**config.mk**
```make
export PLATFORM = sky130hd
export DESIGN_NAME = sha256_message_hasher
export DESIGN_NICKNAME = d
export VERILOG_FILES = /design/src/sv/sha256_pkg.sv /design/src/sv/sha256_datapath.sv /design/src/sv/sha256_ctrl.sv /design/src/sv/sha256_message_hasher.sv
export SDC_FILE = /design/constraint.sdc
export NUM_CORES = 2
export LEC_CHECK = 0
export BUFFER_PORTS_ARGS = -buffer_cell sky130_fd_sc_hd__buf_2
export CORE_UTILIZATION = 55
export DETAILED_ROUTE_END_ITERATION = 6
export PLACE_DENSITY = 0.73
export SYNTH_ARGS = -nofsm -noshare
export SYNTH_HDL_FRONTEND = slang
export SYNTH_SLANG_ARGS = --single-unit
export TNS_END_PERCENT = 30
```
**constraint.sdc**
```tcl
create_clock -name clk -period 17.8 [get_ports clk]
set_input_delay 4.45 -clock clk [delete_from_list [all_inputs] [get_ports clk]]
set_output_delay 4.45 -clock clk [all_outputs]
set_load 0.05 [all_outputs]
```
**src/sv/sha256_pkg.sv**
```systemverilog
package sha256_pkg;

    typedef struct packed {
        logic [7:0] msg_byte;
        logic       byte_present;
        logic       end_of_message;
    } in_item_t;

    typedef struct packed {
        logic [31:0] digest_word;
        logic [2:0]  word_index;
        logic        last_word;
    } out_item_t;

    typedef struct packed {
        logic load_byte;
        logic load_pad;
        logic load_zero;
        logic load_len;
        logic start_comp;
        logic round_step;
        logic finish_comp;
        logic reset_msg;
        logic clear_fill;
        logic out_shift;
    } dp_cmd_t;

    typedef struct packed {
        logic       block_full;
        logic       rounds_done;
        logic [5:0] fill;
    } dp_status_t;

    localparam logic [5:0] LengthPos = 6'd56;
    localparam logic [7:0] PadMark   = 8'h80;

    localparam logic [255:0] InitialH = {
        32'h6a09e667, 32'hbb67ae85, 32'h3c6ef372, 32'ha54ff53a,
        32'h510e527f, 32'h9b05688c, 32'h1f83d9ab, 32'h5be0cd19
    };

    function automatic logic [31:0] round_k(input logic [5:0] r);
        logic [31:0] k;
        unique case (r)
            6'd0:  k = 32'h428a2f98; 6'd1:  k = 32'h71374491;
            6'd2:  k = 32'hb5c0fbcf; 6'd3:  k = 32'he9b5dba5;
            6'd4:  k = 32'h3956c25b; 6'd5:  k = 32'h59f111f1;
            6'd6:  k = 32'h923f82a4; 6'd7:  k = 32'hab1c5ed5;
            6'd8:  k = 32'hd807aa98; 6'd9:  k = 32'h12835b01;
            6'd10: k = 32'h243185be; 6'd11: k = 32'h550c7dc3;
            6'd12: k = 32'h72be5d74; 6'd13: k = 32'h80deb1fe;
            6'd14: k = 32'h9bdc06a7; 6'd15: k = 32'hc19bf174;
            6'd16: k = 32'he49b69c1; 6'd17: k = 32'hefbe4786;
            6'd18: k = 32'h0fc19dc6; 6'd19: k = 32'h240ca1cc;
            6'd20: k = 32'h2de92c6f; 6'd21: k = 32'h4a7484aa;
            6'd22: k = 32'h5cb0a9dc; 6'd23: k = 32'h76f988da;
            6'd24: k = 32'h983e5152; 6'd25: k = 32'ha831c66d;
            6'd26: k = 32'hb00327c8; 6'd27: k = 32'hbf597fc7;
            6'd28: k = 32'hc6e00bf3; 6'd29: k = 32'hd5a79147;
            6'd30: k = 32'h06ca6351; 6'd31: k = 32'h14292967;
            6'd32: k = 32'h27b70a85; 6'd33: k = 32'h2e1b2138;
            6'd34: k = 32'h4d2c6dfc; 6'd35: k = 32'h53380d13;
            6'd36: k = 32'h650a7354; 6'd37: k = 32'h766a0abb;
            6'd38: k = 32'h81c2c92e; 6'd39: k = 32'h92722c85;
            6'd40: k = 32'ha2bfe8a1; 6'd41: k = 32'ha81a664b;
            6'd42: k = 32'hc24b8b70; 6'd43: k = 32'hc76c51a3;
            6'd44: k = 32'hd192e819; 6'd45: k = 32'hd6990624;
            6'd46: k = 32'hf40e3585; 6'd47: k = 32'h106aa070;
            6'd48: k = 32'h19a4c116; 6'd49: k = 32'h1e376c08;
            6'd50: k = 32'h2748774c; 6'd51: k = 32'h34b0bcb5;
            6'd52: k = 32'h391c0cb3; 6'd53: k = 32'h4ed8aa4a;
            6'd54: k = 32'h5b9cca4f; 6'd55: k = 32'h682e6ff3;
            6'd56: k = 32'h748f82ee; 6'd57: k = 32'h78a5636f;
            6'd58: k = 32'h84c87814; 6'd59: k = 32'h8cc70208;
            6'd60: k = 32'h90befffa; 6'd61: k = 32'ha4506ceb;
            6'd62: k = 32'hbef9a3f7; 6'd63: k = 32'hc67178f2;
            default: k = 32'h0;
        endcase
        return k;
    endfunction

    function automatic logic [31:0] ror32(input logic [31:0] x, input int n);
        return (x >> n) | (x << (32 - n));
    endfunction

endpackage

```
**src/sv/sha256_datapath.sv**
```systemverilog
module sha256_datapath (
    input  logic                   clk,
    input  logic                   rst_n,
    input  logic [7:0]             byte_in,
    input  sha256_pkg::dp_cmd_t    cmd,
    output sha256_pkg::dp_status_t status,
    output logic [31:0]            head_word
);
    import sha256_pkg::*;

    // block buffer held as 16 schedule words, bytes shifted in big-endian
    logic [511:0] blk_reg, blk_next;
    logic [255:0] chain_reg, chain_next;
    logic [255:0] vars_reg, vars_next;
    logic [6:0]   fill_reg, fill_next;
    logic [63:0]  bits_reg, bits_next;
    logic [5:0]   round_reg, round_next;
    logic [7:0]   len_byte;
    logic [31:0]  w, s0, s1, w15, w2, t1, t2, a, e, b, c, d, f, g, h;

    always_comb
    begin
        len_byte = bits_reg[63:56];
        unique case (fill_reg[2:0])
            3'd0: len_byte = bits_reg[63:56];
            3'd1: len_byte = bits_reg[55:48];
            3'd2: len_byte = bits_reg[47:40];
            3'd3: len_byte = bits_reg[39:32];
            3'd4: len_byte = bits_reg[31:24];
            3'd5: len_byte = bits_reg[23:16];
            3'd6: len_byte = bits_reg[15:8];
            3'd7: len_byte = bits_reg[7:0];
            default: len_byte = 8'h00;
        endcase
    end

    assign w15 = blk_reg[479:448];
    assign w2  = blk_reg[63:32];
    assign s0  = ror32(w15, 7) ^ ror32(w15, 18) ^ (w15 >> 3);
    assign s1  = ror32(w2, 17) ^ ror32(w2, 19) ^ (w2 >> 10);
    assign w   = blk_reg[511:480];
    assign {a, b, c, d, e, f, g, h} = vars_reg;
    assign t1 = h + (ror32(e, 6) ^ ror32(e, 11) ^ ror32(e, 25)) + ((e & f) ^ (~e & g))
              + round_k(round_reg) + w;
    assign t2 = (ror32(a, 2) ^ ror32(a, 13) ^ ror32(a, 22)) + ((a & b) ^ (a & c) ^ (b & c));

    always_comb
    begin
        blk_next   = blk_reg;
        chain_next = chain_reg;
        vars_next  = vars_reg;
        fill_next  = fill_reg;
        bits_next  = bits_reg;
        round_next = round_reg;
        if (cmd.load_byte)
        begin
            blk_next  = {blk_reg[503:0], byte_in};
            fill_next = fill_reg + 7'd1;
            bits_next = bits_reg + 64'd8;
        end
        if (cmd.load_pad)
        begin
            blk_next  = {blk_reg[503:0], PadMark};
            fill_next = fill_reg + 7'd1;
        end
        if (cmd.load_zero)
        begin
            blk_next  = {blk_reg[503:0], 8'h00};
            fill_next = fill_reg + 7'd1;
        end
        if (cmd.load_len)
        begin
            blk_next  = {blk_reg[503:0], len_byte};
            fill_next = fill_reg + 7'd1;
        end
        if (cmd.start_comp)
        begin
            vars_next  = chain_reg;
            round_next = '0;
        end
        if (cmd.round_step)
        begin
            vars_next  = {t1 + t2, a, b, c, d + t1, e, f, g};
            // schedule window rotates: new word enters at the tail
            blk_next   = {blk_reg[479:0], w + s0 + blk_reg[223:192] + s1};
            round_next = round_reg + 6'd1;
        end
        if (cmd.finish_comp)
        begin
            for (int i = 0; i < 8; i++)
                chain_next[i*32 +: 32] = chain_reg[i*32 +: 32] + vars_reg[i*32 +: 32];
        end
        if (cmd.clear_fill)
            fill_next = '0;
        if (cmd.out_shift)
            chain_next = {chain_reg[223:0], chain_reg[255:224]};
        if (cmd.reset_msg)
        begin
            chain_next = InitialH;
            fill_next  = '0;
            bits_next  = '0;
        end
    end

    always_ff @(posedge clk or negedge rst_n)
    begin
        if (!rst_n)
        begin
            chain_reg <= InitialH;
            fill_reg  <= '0;
            bits_reg  <= '0;
            round_reg <= '0;
        end
        else
        begin
            chain_reg <= chain_next;
            fill_reg  <= fill_next;
            bits_reg  <= bits_next;
            round_reg <= round_next;
        end
    end

    always_ff @(posedge clk)
    begin
        blk_reg  <= blk_next;
        vars_reg <= vars_next;
    end

    assign status.block_full  = fill_reg[6];
    assign status.rounds_done = (round_reg == 6'd63);
    assign status.fill        = fill_reg[5:0];
    assign head_word          = chain_reg[255:224];
endmodule

```
**src/sv/sha256_ctrl.sv**
```systemverilog
module sha256_ctrl (
    input  logic                   clk,
    input  logic                   rst_n,
    input  logic                   in_valid,
    output logic                   in_stall,
    input  sha256_pkg::in_item_t   in_item,
    output logic                   out_valid,
    input  logic                   out_stall,
    output logic [2:0]             out_index,
    output sha256_pkg::dp_cmd_t    cmd,
    input  sha256_pkg::dp_status_t status
);
    import sha256_pkg::*;

    typedef enum logic [3:0] {
        S_IDLE, S_CHECK, S_COMP, S_FIN, S_PAD, S_ZERO, S_LEN, S_OUT
    } state_t;

    state_t     state_reg;
    logic       closing_reg, final_reg, padded_reg;
    logic [2:0] idx_reg;
    logic       accept;

    assign in_stall  = (state_reg != S_IDLE);
    assign accept    = in_valid && !in_stall;
    assign out_valid = (state_reg == S_OUT);
    assign out_index = idx_reg;

    always_comb
    begin
        cmd = '0;
        unique case (state_reg)
            S_IDLE:  cmd.load_byte = accept && in_item.byte_present;
            S_CHECK: cmd.start_comp = status.block_full;
            S_COMP:  cmd.round_step = 1'b1;
            S_FIN:
            begin
                cmd.finish_comp = 1'b1;
                cmd.clear_fill  = 1'b1;
            end
            S_PAD:   cmd.load_pad = 1'b1;
            S_ZERO:
            begin
                cmd.load_zero  = !status.block_full && status.fill != LengthPos;
                cmd.start_comp = status.block_full;
            end
            S_LEN:
            begin
                cmd.load_len   = !status.block_full;
                cmd.start_comp = status.block_full;
            end
            S_OUT:
            begin
                cmd.out_shift = !out_stall;
                cmd.reset_msg = !out_stall && idx_reg == 3'd7;
            end
            default: cmd = '0;
        endcase
    end

    always_ff @(posedge clk or negedge rst_n)
    begin
        if (!rst_n)
        begin
            state_reg   <= S_IDLE;
            closing_reg <= 1'b0;
            final_reg   <= 1'b0;
            padded_reg  <= 1'b0;
            idx_reg     <= '0;
        end
        else
        begin
            unique case (state_reg)
                S_IDLE:
                    if (accept && (in_item.byte_present || in_item.end_of_message))
                    begin
                        closing_reg <= in_item.end_of_message;
                        final_reg   <= 1'b0;
                        padded_reg  <= 1'b0;
                        state_reg   <= S_CHECK;
                    end
                S_CHECK:
                    if (status.block_full)
                        state_reg <= S_COMP;
                    else if (closing_reg)
                        state_reg <= S_PAD;
                    else
                        state_reg <= S_IDLE;
                S_COMP:
                    if (status.rounds_done)
                        state_reg <= S_FIN;
                S_FIN:
                    if (final_reg)
                    begin
                        idx_reg   <= '0;
                        state_reg <= S_OUT;
                    end
                    else if (closing_reg && padded_reg)
                        state_reg <= S_ZERO;
                    else if (closing_reg)
                        state_reg <= S_PAD;
                    else
                        state_reg <= S_IDLE;
                S_PAD:
                begin
                    padded_reg <= 1'b1;
                    state_reg  <= S_ZERO;
                end
                S_ZERO:
                    if (status.block_full)
                        state_reg <= S_COMP;
                    else if (status.fill == LengthPos)
                        state_reg <= S_LEN;
                S_LEN:
                    if (status.block_full)
                    begin
                        final_reg <= 1'b1;
                        state_reg <= S_COMP;
                    end
                S_OUT:
                    if (!out_stall)
                    begin
                        idx_reg <= idx_reg + 3'd1;
                        if (idx_reg == 3'd7)
                            state_reg <= S_IDLE;
                    end
                default: state_reg <= S_IDLE;
            endcase
        end
    end
endmodule

```
**src/sv/sha256_message_hasher.sv**
```systemverilog
// streaming sha-256 hasher
// input channel: in_valid / in_stall carry one item per handshake: a message
// byte (byte_present) and an end_of_message flag. an item with neither is
// taken and dropped.
// output channel: out_valid / out_stall carry the eight digest words, index 0
// first, last_word set on index 7, after the closing item.
// a plain byte is loaded, then checked; a byte that completes a block is
// loaded, checked, run through 64 rounds one per cycle in a single round
// unit, then finished. closing shifts padding bytes in one per cycle and
// compresses one or two blocks, then sends the eight digest words.
// one item is worked at a time; in_stall is high while busy.
// reset (rst_n, async, low) loads the initial hash values and clears the
// byte and bit counts.
// while the receiver stalls, the current digest word holds on the port and
// nothing else advances.
module sha256_message_hasher (
    input  logic                  clk,
    input  logic                  rst_n,
    input  logic                  in_valid,
    output logic                  in_stall,
    input  sha256_pkg::in_item_t  in_item,
    output logic                  out_valid,
    input  logic                  out_stall,
    output sha256_pkg::out_item_t out_item
);
    import sha256_pkg::*;

    dp_cmd_t    cmd;
    dp_status_t status;
    logic [2:0] idx;
    logic [31:0] head_word;

    sha256_ctrl u_ctrl (
        .clk       (clk),
        .rst_n     (rst_n),
        .in_valid  (in_valid),
        .in_stall  (in_stall),
        .in_item   (in_item),
        .out_valid (out_valid),
        .out_stall (out_stall),
        .out_index (idx),
        .cmd       (cmd),
        .status    (status)
    );

    sha256_datapath u_dp (
        .clk       (clk),
        .rst_n     (rst_n),
        .byte_in   (in_item.msg_byte),
        .cmd       (cmd),
        .status    (status),
        .head_word (head_word)
    );

    assign out_item.digest_word = head_word;
    assign out_item.word_index  = idx;
    assign out_item.last_word   = (idx == 3'd7);

    a_no_overlap: assert property (@(posedge clk) disable iff (!rst_n)
        out_valid |-> in_stall) else $error("input taken during output");
    a_out_hold: assert property (@(posedge clk) disable iff (!rst_n)
        out_valid && out_stall |=> out_valid && $stable(out_item))
        else $error("digest word changed under stall");
    a_fill_range: assert property (@(posedge clk) disable iff (!rst_n)
        !in_stall |-> !status.block_full) else $error("full block left idle");
endmodule

```
==> results.md <==
* Drt via density at 6.145
* Crit Path Max Fanout at 18
* Syn Area/Cell at 8.902 µm²
* Placer's final routability congestion estimate at 0.9878
* Drt initial violations at 6,961
* Antenna Nets Post-Route at 0
* Final critical path time including I/O delays and setup at 11.38 ns
* Chip Height at 373.8 µm
* Biggest cell delay along the critical path at 0.90 ns
* Crit. End Element: flip-flop
* H-tree Lvls at 3
* Vias in the first global route at 60,506
* Maximum VDD drop at 0.00009136 V
* Inserted Clock Buffers at 120
* Initial Util at 55.35%
* Data arrival time of the worst path at 11.86 ns
* Number of distinct library cells after synthesis at 92
* Setup TNS at 0 ns
* Yosys top cell by area: edfxtp_1
* Syn Inst Count at 8,539
* HP Class: reg -> reg
* Final Util at 59.27%
* Leak Pwr at 36.72 nW
* Via count at 62,585
* Unrepaired setup endpoints after global routing: no
* DRC Markers at 2
* Worst-margin pin slew at 1.122 ns
* First-pass DRT Iterations at 7
* Die ar. at 139,700 µm²
* FF-to-FF path depth at 35
* CP Launch Type: flip-flop
* Resize count post-CTS at 0
* Pin count of the biggest net entering global routing at 184
* Fin. Hold Viols at 0
* Diodes inserted at 0
* CP Depth at 35
* Global route total overflow at 0
* Post-CTS Setup Inserts at 0
* Core area at 137,300 µm²
* Area contributors post-synth: edfxtp_1 30%, nand2_1 12%, dfrtp_1 6.7%, ha_1 6.6%, fa_1 5.1%
* Violated checks: design-rule violations
* Post-synth EDFFs at 768
* Hold Buf Count CTS at 0
* Outcome: complete, but fails checks
* Clock transition at path regs at 0.06 ns
* Most frequent cell after synthesis: nand2_1
* Worst R2R End: u_dp.vars_reg[255]
* Row count at 136
* IO Port Bufs at 51
* Share of layout cells above drive strength 1 at 6.543%
* WL final at 240,600 µm
* Crit path max-delay cell type: dfrtp_1
* Max-slew violations at 0
* Worst path buffer plus inverter count at 2
* First-pass GRT wire length at 364,600 µm
* Routed wire per std cell at 23.62 µm
* Reg2reg setup slack at 6.42 ns
* CTS root buf: clkbuf_16
* Area grow syn2layout at 7.078%
* Clock latency on the worst-skew pair at 0.78 ns
* Io pins at 52
* Total track usage at 33.99%
* Setup violations, final at 0
* Syn Nets at 9,148
* Number of max-cap violations at 0
* Area share of the largest cell type after synthesis at 30.34%
* Final setup skew at 0.04565 ns
* Final HPWL DP at 174,200 µm
* Largest register FFs at 512
* Clock sink total at 1,107
* Fin crit share at 63.95%
* Crit Path Class: reg -> reg
* Main synth FF type: edfxtp_1
* #FFs+latches synth at 1,107
* Worst EP required at 18.27 ns
* Largest delay contributor family on the critical path: compound AO/OA/AOI/OAI gates
* Sequential area share after synthesis at 41.72%
* Worst relative slew slack at 25.22%
* CTS tree: done
* Crit. Startpoint: u_dp.round_reg[1]
* Crit path to: u_dp.vars_reg[255]
* Clock Tree Buf Depth at 3
* Initial antenna violation count at 2
* Async SR Flop Fraction at 30.62%
* Top achievable clock speed at 87.85 MHz
* # nets final at 8,894
* Post-Syn Area at 76,010 µm²
* RR Startpoint: u_dp.round_reg[1]
* Ys Warns at 0
* Die W at 373.8 µm
* PwrDens at 69.02 nW/µm²
* Synth cell count leaders: 2,458 x nand2_1, 768 x edfxtp_1, 531 x o21ai_0
==> layout by cell type, fill, tap and decap left out, types with 35 or more instances in the layout <==
cell	instances
a211oi_1	66
a21o_1	158
a21oi_1	526
a22oi_1	44
a31oi_1	70
and3_1	59
buf_2	50
buf_4	88
clkbuf_16	123
dfrtp_1	199
dfstp_2	136
edfxtp_1	768
fa_1	195
ha_1	400
inv_1	284
mux2i_1	48
nand2_1	2455
nand2b_1	72
nand3_1	96
nor2_1	452
nor2b_1	71
nor3_1	95
o21a_1	65
o21ai_0	531
o21bai_1	43
o22ai_1	36
o31ai_1	38
or3_1	35
xnor2_1	378
xor2_1	218
==> cells by family (layout without fill, tap and decap cells) <==
group / count (synthesis) / count (layout) / synth area share, %
simple gates: 3471 / 3471 / 18.78
compound gates: 1862 / 1862 / 15.24
flops: 1107 / 1107 / 41.72
buf+inv: 805 / 657 / 4.146
fa+ha+maj: 621 / 621 / 12.06
xor+xnor: 596 / 596 / 6.867
mux: 77 / 77 / 1.180
==> power breakdown <==
| part | internal [W] | switching [W] |
|---|---|---|
| logic | 0.0000851 | 0.000129 |
| registers | 0.00275 | 0.0000183 |
| clock network | 0.00152 | 0.00112 |
==> stage by stage <==
step	worst slack, ns	hold WS, ns	instance area (µm²)	std cells	total power [W]
after floorplan	3.592	0.4652	76020	8539	0.002962
after global placement	6.729	0.4888	77260	9957	0.003023
after detailed placement	6.679	0.4853	77260	9957	0.003028
after CTS	6.627	0.5034	81390	10185	0.005641
after global routing	5.830	0.5328	81390	10185	0.005758
final	6.417	0.5021	81390	10185	0.005618
==> worst min path at each step <==
| stage | cells past startpoint | start | slack, ns | end |
|---|---|---|---|---|
| 3_3_place_gp | 2 | u_ctrl.padded_reg | 0.49 | u_ctrl.padded_reg |
| 4_1_cts | 2 | u_ctrl.padded_reg | 0.50 | u_ctrl.padded_reg |
| 2_1_floorplan | 2 | u_ctrl.padded_reg | 0.47 | u_ctrl.padded_reg |
| 3_5_place_dp | 2 | u_ctrl.padded_reg | 0.49 | u_ctrl.padded_reg |
| 6_report | 2 | u_dp.chain_reg[192] | 0.50 | u_dp.chain_reg[224] |
| 5_1_grt | 2 | u_dp.chain_reg[192] | 0.53 | u_dp.chain_reg[224] |
==> routing by layer <==
| metal | routed length, µm | GRT usage [%] | vias to the layer above |
|---|---|---|---|
| met3 | 20060 | 5.408 | 497 |
| met2 | 109100 | 53.15 | 2744 |
| met5 | 13 | 0 | - |
| met4 | 12090 | 15.59 | 2 |
| li1 | - | - | 28930 |
| met1 | 99330 | 46.50 | 30412 |
==> layout make-up <==
cell class / instances / area, µm²
timing repair buffer: 141 / 965.9
tap: 1794 / 2245
fill: 11779 / 55930
multi-input combinational: 6627 / 41240
sequential: 1107 / 31720
clock buffer: 159 / 3353
inverter: 288 / 1089
clock inverter: 69 / 778.2
==> tightest hold or removal path, cell delays in order (launching register included) <==
cell and delay [ns]:
dfstp_2 0.39, nand2_1 0.06, a31oi_1 0.07
Power figures use the tool's default switching activity.
